**src/design/plst_pkg.sv**
```systemverilog
`timescale 1ns / 1ps

package plst_pkg;

  // Storage shape
  localparam int CAPACITY = 64;
  localparam int DATA_W   = 32;
  localparam int OP_W     = 3;
  localparam int POS_W    = 7;
  localparam int CNT_OUT_W = 7;
  localparam int IDX_W    = $clog2(CAPACITY);
  localparam int CNT_W    = $clog2(CAPACITY + 1);
  // wide enough to compare position against count + 1 without wrap
  localparam int CMP_W    = ((CNT_W > POS_W) ? CNT_W : POS_W) + 1;

  // Readout tree: each level ORs up to TREE_FAN taps into one register
  localparam int TREE_FAN = 8;

  function automatic int tree_levels(input int n);
    int lvls;
    int span;
    lvls = 0;
    span = 1;
    while (span < n) begin
      span = span * TREE_FAN;
      lvls = lvls + 1;
    end
    return (lvls < 1) ? 1 : lvls;
  endfunction

  localparam int TREE_LVLS = tree_levels(CAPACITY);

  typedef logic [DATA_W-1:0] word_t;

  typedef enum logic [OP_W-1:0] {
    OP_READ       = 3'd0,
    OP_WRITE      = 3'd1,
    OP_INS_FRONT  = 3'd2,
    OP_INS_END    = 3'd3,
    OP_INS_AT     = 3'd4,
    OP_REM_FRONT  = 3'd5,
    OP_REM_END    = 3'd6,
    OP_REM_AT     = 3'd7
  } op_t;

  typedef enum logic [1:0] {
    ST_OK     = 2'd0,
    ST_EMPTY  = 2'd1,
    ST_BADPOS = 2'd2,
    ST_FULL   = 2'd3
  } status_t;

  // What each cell does on the accepting edge
  typedef enum logic [1:0] {
    ACT_HOLD   = 2'd0,
    ACT_WRITE  = 2'd1,
    ACT_INSERT = 2'd2,
    ACT_DELETE = 2'd3
  } act_t;

  typedef struct packed {
    act_t             act;
    logic [IDX_W-1:0] tgt;
    logic [CNT_W-1:0] cnt;   // count before the operation
  } cell_ctl_t;

  // Which cells drive the readout trees
  typedef struct packed {
    logic             rd_en;
    logic [IDX_W-1:0] rd_idx;
    logic             tail_en;
    logic [IDX_W-1:0] tail_idx;
  } sel_ctl_t;

endpackage

```
**src/design/plst_cell.sv**
```systemverilog
`timescale 1ns / 1ps

module plst_cell import plst_pkg::*; (
  input  logic             clk,
  input  logic [IDX_W-1:0] idx,
  input  cell_ctl_t        ctl,
  input  sel_ctl_t         sel,
  input  word_t            din,
  input  word_t            left_q,
  input  word_t            right_q,
  output word_t            q,
  output word_t            rd_tap,
  output word_t            tail_tap
);

  word_t            q_r;
  word_t            q_nxt;
  logic [CNT_W-1:0] idx_x;

  assign idx_x = CNT_W'(idx);

  // Local update: hold, overwrite, take left neighbor (gap open) or right (gap close)
  always_comb begin
    q_nxt = q_r;
    case (ctl.act)
      ACT_WRITE: begin
        if (idx == ctl.tgt) q_nxt = din;
      end
      ACT_INSERT: begin
        if (idx == ctl.tgt) begin
          q_nxt = din;
        end else if (idx > ctl.tgt && idx_x <= ctl.cnt) begin
          q_nxt = left_q;
        end
      end
      ACT_DELETE: begin
        if (idx >= ctl.tgt && (idx_x + 1'b1) < ctl.cnt) q_nxt = right_q;
      end
      default: q_nxt = q_r;
    endcase
  end

  always_ff @(posedge clk) begin
    q_r <= q_nxt;
  end

  assign q        = q_r;
  assign rd_tap   = (sel.rd_en && idx == sel.rd_idx) ? q_r : '0;
  assign tail_tap = (sel.tail_en && idx == sel.tail_idx) ? q_r : '0;

endmodule

```
**config.mk**
```make
export PLATFORM = sky130hd
export DESIGN_NAME = plst_cell
export DESIGN_NICKNAME = d
export VERILOG_FILES = /design/src/design/plst_pkg.sv /design/src/design/plst_cell.sv
export SDC_FILE = /design/constraint.sdc
export NUM_CORES = 1
export LEC_CHECK = 0
export BUFFER_PORTS_ARGS = -buffer_cell sky130_fd_sc_hd__buf_4
export CAP_MARGIN = 20
export CORE_MARGIN = 8
export CORE_UTILIZATION = 45
export DETAILED_ROUTE_END_ITERATION = 7
export PLACE_DENSITY = 0.92
export SETUP_SLACK_MARGIN = 0.3
export SYNTH_ARGS = -nofsm -noshare
export SYNTH_HDL_FRONTEND = slang
export SYNTH_SLANG_ARGS = --single-unit
```
**constraint.sdc**
```tcl
create_clock -name clk -period 5.7 [get_ports clk]
set_input_delay 0.855 -clock clk [delete_from_list [all_inputs] [get_ports clk]]
set_output_delay 0.855 -clock clk [all_outputs]
set_load 0.02 [all_outputs]
```
==> results of run 1 <==
## path summary, 6_finish.rpt
| kind | to | cells past startpoint | start | slack [ns] |
|---|---|---|---|---|
| hold / removal | q[2] | 2 | right_q[2] | 0.88 |
| setup / recovery | q[7] | 10 | idx[1] | 2.40 |
## cells by family (layout without fill, tap and decap cells)
logic type / count (synthesis) / in the layout / share of synthesized area
AND/OR/NAND/NOR: 154 / 154 / 0.259
AO/OA/AOI/OAI: 80 / 80 / 0.214
buffers and inverters: 41 / 258 / 0.0746
flip-flops: 32 / 32 / 0.313
adder cells (fa/ha/maj): 23 / 23 / 0.0937
XOR/XNOR: 16 / 16 / 0.0456
## layout make-up
cell class | count | area (µm²) | area share
clock buffer | 5 | 68.8 | 0.0140
inverter | 16 | 60.1 | 0.0122
timing repair buffer | 234 | 1770 | 0.360
clock inverter | 3 | 42.5 | 0.00865
multi-input combinational | 273 | 1910 | 0.389
tap | 80 | 100 | 0.0204
sequential | 32 | 961 | 0.195
## synth_stat cells, drive strengths merged
cell type	count
a211oi	1
a21boi	32
a21o	2
a21oi	7
a221o	32
a31oi	1
and2	64
and3	1
and4b	1
buf	10
clkbuf	13
dlygate4sd1	2
edfxtp	32
ha	23
inv	16
nand2	67
nand3	6
nand4	5
nor2	3
nor2b	2
nor3	1
nor4	2
o2111ai	1
o21ai	2
o21bai	1
o22ai	1
or2	2
xnor2	9
xor2	7
## worst max-delay path, delay by kind of cell
| family | cells | cell delay (ns) |
|---|---|---|
| xor+xnor | 1 | 0.16 |
| buf+inv | 1 | 0.14 |
| fa+ha+maj | 2 | 0.47 |
| simple gates | 2 | 0.21 |
| compound gates | 4 | 1.33 |
## where the power goes
| part | switching, mW | internal (mW) |
|---|---|---|
| clock network | 0.0847 | 0.129 |
| logic | 0.160 | 0.158 |
| registers | 0.0261 | 0.309 |
| total | 0.271 | 0.596 |
## stage by stage
stage / setup slack (ns) / hold slack, ns / power (mW)
6_report: 2.40 / 0.875 / 0.867
5_1_grt: 2.25 / 0.870 / 0.909
4_1_cts: 2.21 / 0.866 / 0.871
3_5_place_dp: 1.92 / 1.16 / 0.657
3_3_place_gp: 2.00 / 1.16 / 0.645
2_1_floorplan: 1.71 / 1.07 / 0.482
## layer usage
layer  GRT usage  vias to the layer above  part of all wire
met5           0                        -                 0
met4      0.0815                        0             0.028
met3      0.0592                       30             0.071
met2       0.418                      168              0.53
met1       0.223                     1612              0.37
li1            -                     1658                 -
==> metrics.log, run 1 <==
[metrics] post-synthesis register bit count: 32
[metrics] area of the mapped netlist: 3070 µm²
[metrics] type of destination of the critical path: flop
[metrics] Clock Root Buffer: clkbuf_8
[metrics] number of clock buffers inserted by TritonCTS: 5
[metrics] clock transition time at the flip-flop clock pins of the worst setup and hold paths: 0.07 ns
[metrics] post-synth cell types: 35
[metrics] WP data required: 5.60 ns
[metrics] total global-route track usage: 0.220
[metrics] total number of nets in the final design: 717
[metrics] most frequent cells in the layout: buf_4, nand2_1, and2_1
[metrics] total overflow reported by the global router: 0
[metrics] post-detail-place hpwl: 9.46 mm
[metrics] routed length per placed instance: 17.9 µm
[metrics] Pleak: 2.42 nW
[metrics] worst slew pin tran: 1.00 ns
[metrics] flip-flop count of the largest register, all copies and words added: 32
[metrics] Placed Cells: 634
[metrics] Clock Tree Buf Depth: 2
[metrics] startpoint class of the critical path: primary input
[metrics] worst rel slew slack: 0.332
[metrics] total core area: 6680 µm²
[metrics] global-route wire length before repair: 17.6 mm
[metrics] total power density per cell area: 176 nW/µm²
[metrics] clock tree from TritonCTS: done
[metrics] minimum clock period: 3.30 ns
[metrics] portion of the clock cycle consumed by the worst path in the final layout: 0.580
[metrics] Final TNS setup: 0 ns
[metrics] maximum number of pins on one net before global-route repair: 37
[metrics] total length of routed wires: 11.5 mm
[metrics] clk sink count: 32
[metrics] initial DRC count: 83
[metrics] slowest cell on the critical path: a21oi_4
[metrics] Synth Net Count: 501
[metrics] worst path arrival time: 3.20 ns
[metrics] Setup violations, final: 0
[metrics] synthesized netlist cell count: 346
[metrics] die area: 9720 µm²
[metrics] vias per std cell: 5.39
[metrics] sequential share of the synthesized area: 0.313
[metrics] global placement routability congestion: 0.836
[metrics] via total after detailed routing: 3468
[metrics] crit-path cells: buf_4 > ha_1 > nand3_1 > xnor2_1 > ha_1 > a21oi_1 > nor2b_1 > o21ai_0 > o2111ai_1 > a21oi_4
[metrics] yosys synthesis warning count: 0
[metrics] Initial Utilization: 0.460
[metrics] mean instance size in the synthesized netlist: 8.87 µm²
[metrics] run status: finished, final reports clean
[metrics] worst supply voltage drop on vdd: 0.0883 mV
[metrics] # resized after CTS: 0
[metrics] x dimension of the die: 98.6 µm
[metrics] Max Fclk: 303 MHz
[metrics] Non-Filler Instances: 643
[metrics] main area contributors after synthesis: edfxtp_1, and2_1, a221o_1
[metrics] dpl cell area: 4790 µm²
[metrics] detailed-routing iteration count for the pre-antenna-repair pass: 4
[metrics] setup fix buffers added after clock tree synthesis: 0
[metrics] Cell Rows: 30
[metrics] Die Ht: 98.6 µm
[metrics] Yosys top cell area share: 0.313
[metrics] highest cell delay on the worst timing path: 0.83 ns
[metrics] initial antenna violation count: 0
[metrics] IO Port Bufs: 227
[metrics] HP Class: primary input to flop
[metrics] number of global-route vias before repair: 3645
[metrics] number of max-cap violations: 0
[metrics] crit-path max FO: 32
[metrics] top-level port count: 228
[metrics] fraction of layout instances using a drive strength above 1: 0.440
[metrics] count of nets left with antenna violations after detail routing: 0
[metrics] Hold-fix buffers, CTS: 0
[metrics] H-tree level count: 2
[metrics] final instance area: 4920 µm²
[metrics] filler instances: 458
[metrics] most used cell, CP: ha_1
[metrics] DRC: 0
[metrics] Slew Limit Fails: 0
[metrics] post-synth top area cell: edfxtp_1
[metrics] layout-stage area growth over the synthesis result: 60.2%
[metrics] setup repair after global routing missed its margin: false
[metrics] number of inserted diodes: 0
[metrics] Crit Path Category: primary input to flop
[metrics] total count of hold-check failures in the final report: 0
[metrics] leading cell type in the layout, fill and taps excluded: buf_4
[metrics] final core utilization: 0.736
No activity file was read; power rests on OpenSTA's default activity.
==> run 2: changes to the inputs <==
--- a/config.mk
+++ b/config.mk
@@ -5,12 +5,13 @@
 export SDC_FILE = /design/constraint.sdc
 export NUM_CORES = 1
 export LEC_CHECK = 0
+export ABC_AREA = 1
 export BUFFER_PORTS_ARGS = -buffer_cell sky130_fd_sc_hd__buf_4
 export CAP_MARGIN = 20
 export CORE_MARGIN = 8
-export CORE_UTILIZATION = 45
+export CORE_UTILIZATION = 42
 export DETAILED_ROUTE_END_ITERATION = 7
-export PLACE_DENSITY = 0.92
+export PLACE_DENSITY = 0.86
 export SETUP_SLACK_MARGIN = 0.3
 export SYNTH_ARGS = -nofsm -noshare
 export SYNTH_HDL_FRONTEND = slang
==> constraint.sdc (replaced) <==
create_clock -name clk -period 3.2 [get_ports clk]
set_input_delay 0.48 -clock clk [delete_from_list [all_inputs] [get_ports clk]]
set_output_delay 0.48 -clock clk [all_outputs]
set_load 0.02 [all_outputs]
==> run 2 against run 1 <==
Highest routed layer unchanged. Clock power up 74%. Flip-flop and latch count unchanged. First-iteration DRC count up 130%. Power up 87%. Area after synthesis up 6.0%.
==> metrics.log, run 2 <==
[metrics] run status: finished, final reports clean
[metrics] x dimension of the die: 104 µm
[metrics] sequential share of the synthesized area: 0.295
[metrics] DRC: 0
[metrics] mean instance size in the synthesized netlist: 6.91 µm²
[metrics] GRT met3 Usage: 0.0558
[metrics] area of the mapped netlist: 3260 µm²
[metrics] # resized after CTS: 0
[metrics] total power density per cell area: 318 nW/µm²
[metrics] number of global-route vias before repair: 4251
[metrics] Final TNS setup: 0 ns
[metrics] filler instances: 607
[metrics] clock transition time at the flip-flop clock pins of the worst setup and hold paths: 0.06 ns
[metrics] count of nets left with antenna violations after detail routing: 0
[metrics] total core area: 7610 µm²
[metrics] global placement routability congestion: 0.877
[metrics] met2 capacity usage during global routing: 0.451
[metrics] maximum number of pins on one net before global-route repair: 33
[metrics] post-synth top area cell: edfxtp_1
[metrics] Slew Limit Fails: 0
[metrics] type of destination of the critical path: output port
[metrics] Setup violations, final: 0
[metrics] detailed-routing iteration count for the pre-antenna-repair pass: 5
[metrics] most numerous cell in the Yosys netlist: nand2_1
[metrics] post-synthesis register bit count: 32
[metrics] vias per std cell: 5.27
[metrics] IO Port Bufs: 227
[metrics] crit-path cells: buf_4 > inv_1 > nor2_1 > nor4_4 > nand2_2 > nor2_1 > buf_4
[metrics] cell internal pwr: 1.07 mW
[metrics] Top delay family on crit path: simple AND/OR/NAND/NOR gates
[metrics] routed length per placed instance: 17.4 µm
[metrics] total number of nets in the final design: 840
[metrics] crit-path max FO: 32
[metrics] ys async rst share: 0
[metrics] layout-stage area growth over the synthesis result: 56.8%
[metrics] Hold-fix buffers, CTS: 0
[metrics] Cell Rows: 32
[metrics] die area: 10800 µm²
[metrics] most frequent cells in the layout: buf_4, nand2_1, inv_1
[metrics] post-synth cell types: 29
[metrics] H-tree level count: 2
[metrics] Initial Utilization: 0.428
[metrics] startpoint class of the critical path: primary input
[metrics] Clock Tree Buf Depth: 2
[metrics] yosys synthesis warning count: 0
[metrics] sequential group share of total power: 0.364
[metrics] leading cell types by count after synthesis: nand2_1, inv_1, nor2_1, nand3_1, a21oi_1
[metrics] initial DRC count: 187
[metrics] setup fix buffers added after clock tree synthesis: 0
[metrics] Crit Path Category: primary input to output port
[metrics] worst supply voltage drop on vdd: 0.200 mV
[metrics] initial antenna violation count: 0
[metrics] total length of routed wires: 13.7 mm
[metrics] minimum clock period: 2.61 ns
[metrics] number of inserted diodes: 0
[metrics] total global-route track usage: 0.238
[metrics] setup repair after global routing missed its margin: false
[metrics] area used by sequential logic in the layout: 961 µm²
[metrics] portion of the clock cycle consumed by the worst path in the final layout: 0.815
[metrics] worst rel slew slack: 0.468
[metrics] final instance area: 5100 µm²
[metrics] worst path arrival time: 2.13 ns
[metrics] top-level port count: 228
[metrics] number of max-cap violations: 0
[metrics] area of the multi-input gates: 1870 µm²
[metrics] highest cell delay on the worst timing path: 0.47 ns
[metrics] worst slew pin tran: 0.795 ns
[metrics] share of total power consumed by net switching: 0.343
[metrics] clk sink count: 32
[metrics] Clock Power Share: 0.229
[metrics] worst slack on hold paths: 0.494 ns
[metrics] Non-Filler Instances: 788
[metrics] Bufs and invs on worst path: 3
[metrics] total overflow reported by the global router: 0
[metrics] Post-synth top flop: edfxtp_1
[metrics] final core utilization: 0.671
[metrics] flip-flop count of the largest register, all copies and words added: 32
[metrics] fraction of layout instances using a drive strength above 1: 0.388
[metrics] total count of hold-check failures in the final report: 0
[metrics] HP Class: primary input to flop
[metrics] Comb power frac: 0.407
[metrics] WP data required: 2.72 ns
[metrics] slowest cell on the critical path: nand2_2
[metrics] Synth Net Count: 626
[metrics] Placed Cells: 780
[metrics] global-route wire length before repair: 21.4 mm
[metrics] met1 capacity usage during global routing: 0.256
[metrics] clock tree from TritonCTS: done
[metrics] synthesized netlist cell count: 471
[metrics] Die Ht: 104 µm
[metrics] total net switching power: 556 µW
[metrics] via total after detailed routing: 4151
[metrics] post-detail-place hpwl: 10.9 mm
[metrics] Pleak: 2.66 nW
[metrics] number of clock buffers inserted by TritonCTS: 5
[metrics] Post-synth EDFFs: 32
[metrics] Yosys top cell area share: 0.295
[metrics] Clock Root Buffer: clkbuf_8
[metrics] main area contributors after synthesis: edfxtp_1, ha_1, nand2_1
[metrics] leading cell type in the layout, fill and taps excluded: buf_4
[metrics] Max Fclk: 384 MHz
[metrics] highest-utilization routing layer at the global route stage: met2
[metrics] dpl cell area: 5000 µm²
run 2: changes by cell type in the layout (fill, tap and decap cells not counted), sizes merged, moves of 32 or more:
cell | before | now
inv | 16 | 70
a21boi | 32 | 0
a221o | 32 | 0
and2 | 64 | 0
nand3 | 6 | 39
o211ai | 0 | 32
nor2 | 3 | 78
run 2: per-layer routing:
layer / vias up / part of all wire
met5: - / 0
met4: 0 / 0.020
met3: 26 / 0.072
met2: 231 / 0.52
met1: 1906 / 0.39
li1: 1988 / -
run 2: logic make-up after synthesis:
group | Yosys count | synth area share
AOI/OAI and AO/OA | 106 | 0.191
xor gates and xnor gates | 5 | 0.0135
adders and majority gates | 23 | 0.0884
buffers and inverters | 99 | 0.132
DFF | 32 | 0.295
and+or+nand+nor | 206 | 0.281
run 2: layout make-up:
class,count,share of cell area
Tap cell,102,0.0250
Sequential cell,32,0.188
Clock buffer,6,0.0142
Inverter,70,0.0515
Timing Repair Buffer,236,0.347
Multi-Input combinational cell,340,0.367
Clock inverter,2,0.00686
run 2: through the flow:
| step | power, mW | setup slack [ns] |
|---|---|---|
| after CTS | 1.63 | 0.593 |
| after global placement | 1.23 | 0.500 |
| after floorplan | 0.921 | 0.572 |
| after detailed placement | 1.26 | 0.420 |
| final | 1.62 | 0.593 |
| after global routing | 1.71 | 0.466 |
run 2: tightest hold or removal path, cell delays in order:
cell      delay, ns
buf_4          0.07
nand2_1        0.04
o211ai_1       0.06
run 2: power groups by stage:
stage	registers, mW	logic [mW]	clock network [mW]
after floorplan	0.667	0.255	0
after global routing	0.598	0.714	0.395
final	0.590	0.659	0.372
after detailed placement	0.599	0.656	0
after global placement	0.596	0.636	0
after CTS	0.590	0.658	0.380
run 2: final timing paths:
| kind | startpoint | slack (ns) | cells after the start | endpoint |
|---|---|---|---|---|
| max | idx[0] | 0.59 | 7 | rd_tap[5] |
| min | right_q[28] | 0.49 | 3 | q[28] |
==> run 3: changes to the inputs <==
--- a/config.mk
+++ b/config.mk
@@ -5,13 +5,13 @@
 export SDC_FILE = /design/constraint.sdc
 export NUM_CORES = 1
 export LEC_CHECK = 0
-export ABC_AREA = 1
+export ABC_AREA = 0
 export BUFFER_PORTS_ARGS = -buffer_cell sky130_fd_sc_hd__buf_4
 export CAP_MARGIN = 20
 export CORE_MARGIN = 8
-export CORE_UTILIZATION = 42
+export CORE_UTILIZATION = 41
 export DETAILED_ROUTE_END_ITERATION = 7
-export PLACE_DENSITY = 0.86
+export PLACE_DENSITY = 0.85
 export SETUP_SLACK_MARGIN = 0.3
 export SYNTH_ARGS = -nofsm -noshare
 export SYNTH_HDL_FRONTEND = slang
==> constraint.sdc (replaced) <==
create_clock -name clk -period 2.6 [get_ports clk]
set_input_delay 0.39 -clock clk [delete_from_list [all_inputs] [get_ports clk]]
set_output_delay 0.39 -clock clk [all_outputs]
set_load 0.02 [all_outputs]
==> run 3 against run 2 <==
Combinational power grew 8.0%. Clock power grew 22%. Via count shrank 17%.
==> metrics.log, run 3 (synthesis results as in run 1) <==
[metrics] run status: finished, final reports clean
[metrics] leading cell type in the layout, fill and taps excluded: buf_4
[metrics] post-detail-place hpwl: 9.96 mm
[metrics] number of max-cap violations: 0
[metrics] Die Ht: 103 µm
[metrics] top-level port count: 228
[metrics] filler instances: 559
[metrics] routed length per placed instance: 18.0 µm
[metrics] detailed-routing iteration count for the pre-antenna-repair pass: 4
[metrics] total length of routed wires: 12.0 mm
[metrics] die area: 10500 µm²
[metrics] count of nets left with antenna violations after detail routing: 0
[metrics] layout-stage area growth over the synthesis result: 63.1%
[metrics] DRC: 0
[metrics] total core area: 7250 µm²
[metrics] Hold-fix buffers, CTS: 0
[metrics] final core utilization: 0.691
[metrics] global placement routability congestion: 0.857
[metrics] via total after detailed routing: 3444
[metrics] clk sink count: 32
[metrics] most frequent cells in the layout: buf_4, nand2_1, and2_1
[metrics] minimum clock period: 2.25 ns
[metrics] Placed Cells: 660
[metrics] clock tree from TritonCTS: done
[metrics] area of the multi-input gates: 1940 µm²
[metrics] area used by sequential logic in the layout: 961 µm²
[metrics] total power density per cell area: 380 nW/µm²
[metrics] number of global-route vias before repair: 3477
[metrics] HP Class: primary input to flop
[metrics] setup repair after global routing missed its margin: false
[metrics] worst slew pin tran: 0.606 ns
[metrics] number of inserted diodes: 0
[metrics] fraction of layout instances using a drive strength above 1: 0.450
[metrics] total global-route track usage: 0.209
[metrics] flip-flop count of the largest register, all copies and words added: 32
[metrics] startpoint class of the critical path: primary input
[metrics] number of clock buffers inserted by TritonCTS: 5
[metrics] WP data required: 2.58 ns
[metrics] Setup violations, final: 0
[metrics] Non-Filler Instances: 668
[metrics] Pleak: 2.45 nW
[metrics] portion of the clock cycle consumed by the worst path in the final layout: 0.866
[metrics] Clock Root Buffer: clkbuf_8
[metrics] vias per std cell: 5.16
[metrics] worst path arrival time: 2.23 ns
[metrics] IO Port Bufs: 227
[metrics] worst supply voltage drop on vdd: 0.214 mV
[metrics] Clock Tree Buf Depth: 2
[metrics] Crit Path Category: primary input to flop
[metrics] clock transition time at the flip-flop clock pins of the worst setup and hold paths: 0.07 ns
[metrics] global-route wire length before repair: 17.4 mm
[metrics] maximum number of pins on one net before global-route repair: 34
[metrics] Initial Utilization: 0.423
[metrics] total overflow reported by the global router: 0
[metrics] Max Fclk: 444 MHz
[metrics] initial antenna violation count: 0
[metrics] total count of hold-check failures in the final report: 0
[metrics] Cell Rows: 31
[metrics] total number of nets in the final design: 723
[metrics] Final TNS setup: 0 ns
[metrics] initial DRC count: 115
[metrics] H-tree level count: 2
[metrics] type of destination of the critical path: flop
[metrics] worst rel slew slack: 0.596
[metrics] x dimension of the die: 103 µm
[metrics] crit-path max FO: 20
[metrics] Slew Limit Fails: 0
-- run 3: cell count changes in the layout (fill, tap and decap cells not counted), sizes merged, moves of 33 or more --
cell   previous run  this run
nor2             78         3
and2              0        64
inv              70        16
nand3            39         6
-- run 3: layout make-up --
class / count / area share
Clock buffer: 6 / 0.0145
Clock inverter: 2 / 0.00699
Inverter: 16 / 0.0120
Multi-Input combinational cell: 273 / 0.387
Sequential cell: 32 / 0.192
Tap cell: 99 / 0.0247
Timing Repair Buffer: 240 / 0.363
-- run 3: path summary, 6_finish.rpt --
kind	start	depth (start not counted)	endpoint	slack, ns
min	right_q[21]	2	q[21]	0.41
max	idx[1]	11	q[30]	0.35
-- run 3: metrics by stage --
stage | total power [mW] | area (µm²) | hold slack, ns | setup WS (ns)
finish | 1.90 | 5010 | 0.413 | 0.349
global route | 2.00 | 5010 | 0.402 | 0.280
CTS | 1.92 | 5000 | 0.402 | 0.387
detailed placement | 1.46 | 4900 | 0.695 | 0.105
global placement | 1.44 | 4900 | 0.690 | 0.170
floorplan | 1.06 | 3110 | 0.604 | 0.0926
-- run 3: where the power goes --
| part | leakage [nW] | total, mW | switching (mW) | internal (mW) |
|---|---|---|---|---|
| combinational | 2.10 | 0.712 | 0.352 | 0.360 |
| sequential | 0.293 | 0.736 | 0.0608 | 0.675 |
| clock | 0.0552 | 0.455 | 0.171 | 0.284 |
| total | 2.45 | 1.90 | 0.584 | 1.32 |
-- run 3: metal layers --
layer / wire length [µm] / GRT usage / vias up
met5: 0 / 0 / -
met4: 154 / 0.0542 / 0
met3: 1170 / 0.0520 / 12
met2: 6340 / 0.402 / 177
met1: 4360 / 0.220 / 1586
li1: - / - / 1669
-- run 3: repair_timing --
item	in CTS	in global routing
endpoints found under the hold margin	0	0
gates resized for setup	0	1
setup endpoints to repair	0	22
buffers inserted	0	0
-- run 3: critical path, stage by stage --
cell and delay, ns:
buf_4 0.15, ha_4 0.15, nand3_2 0.08, xnor2_1 0.13, ha_1 0.32, a21oi_1 0.18, nor2b_1 0.08, o21ai_1 0.19
o2111ai_2 0.16, a21oi_4 0.21, buf_12 0.19
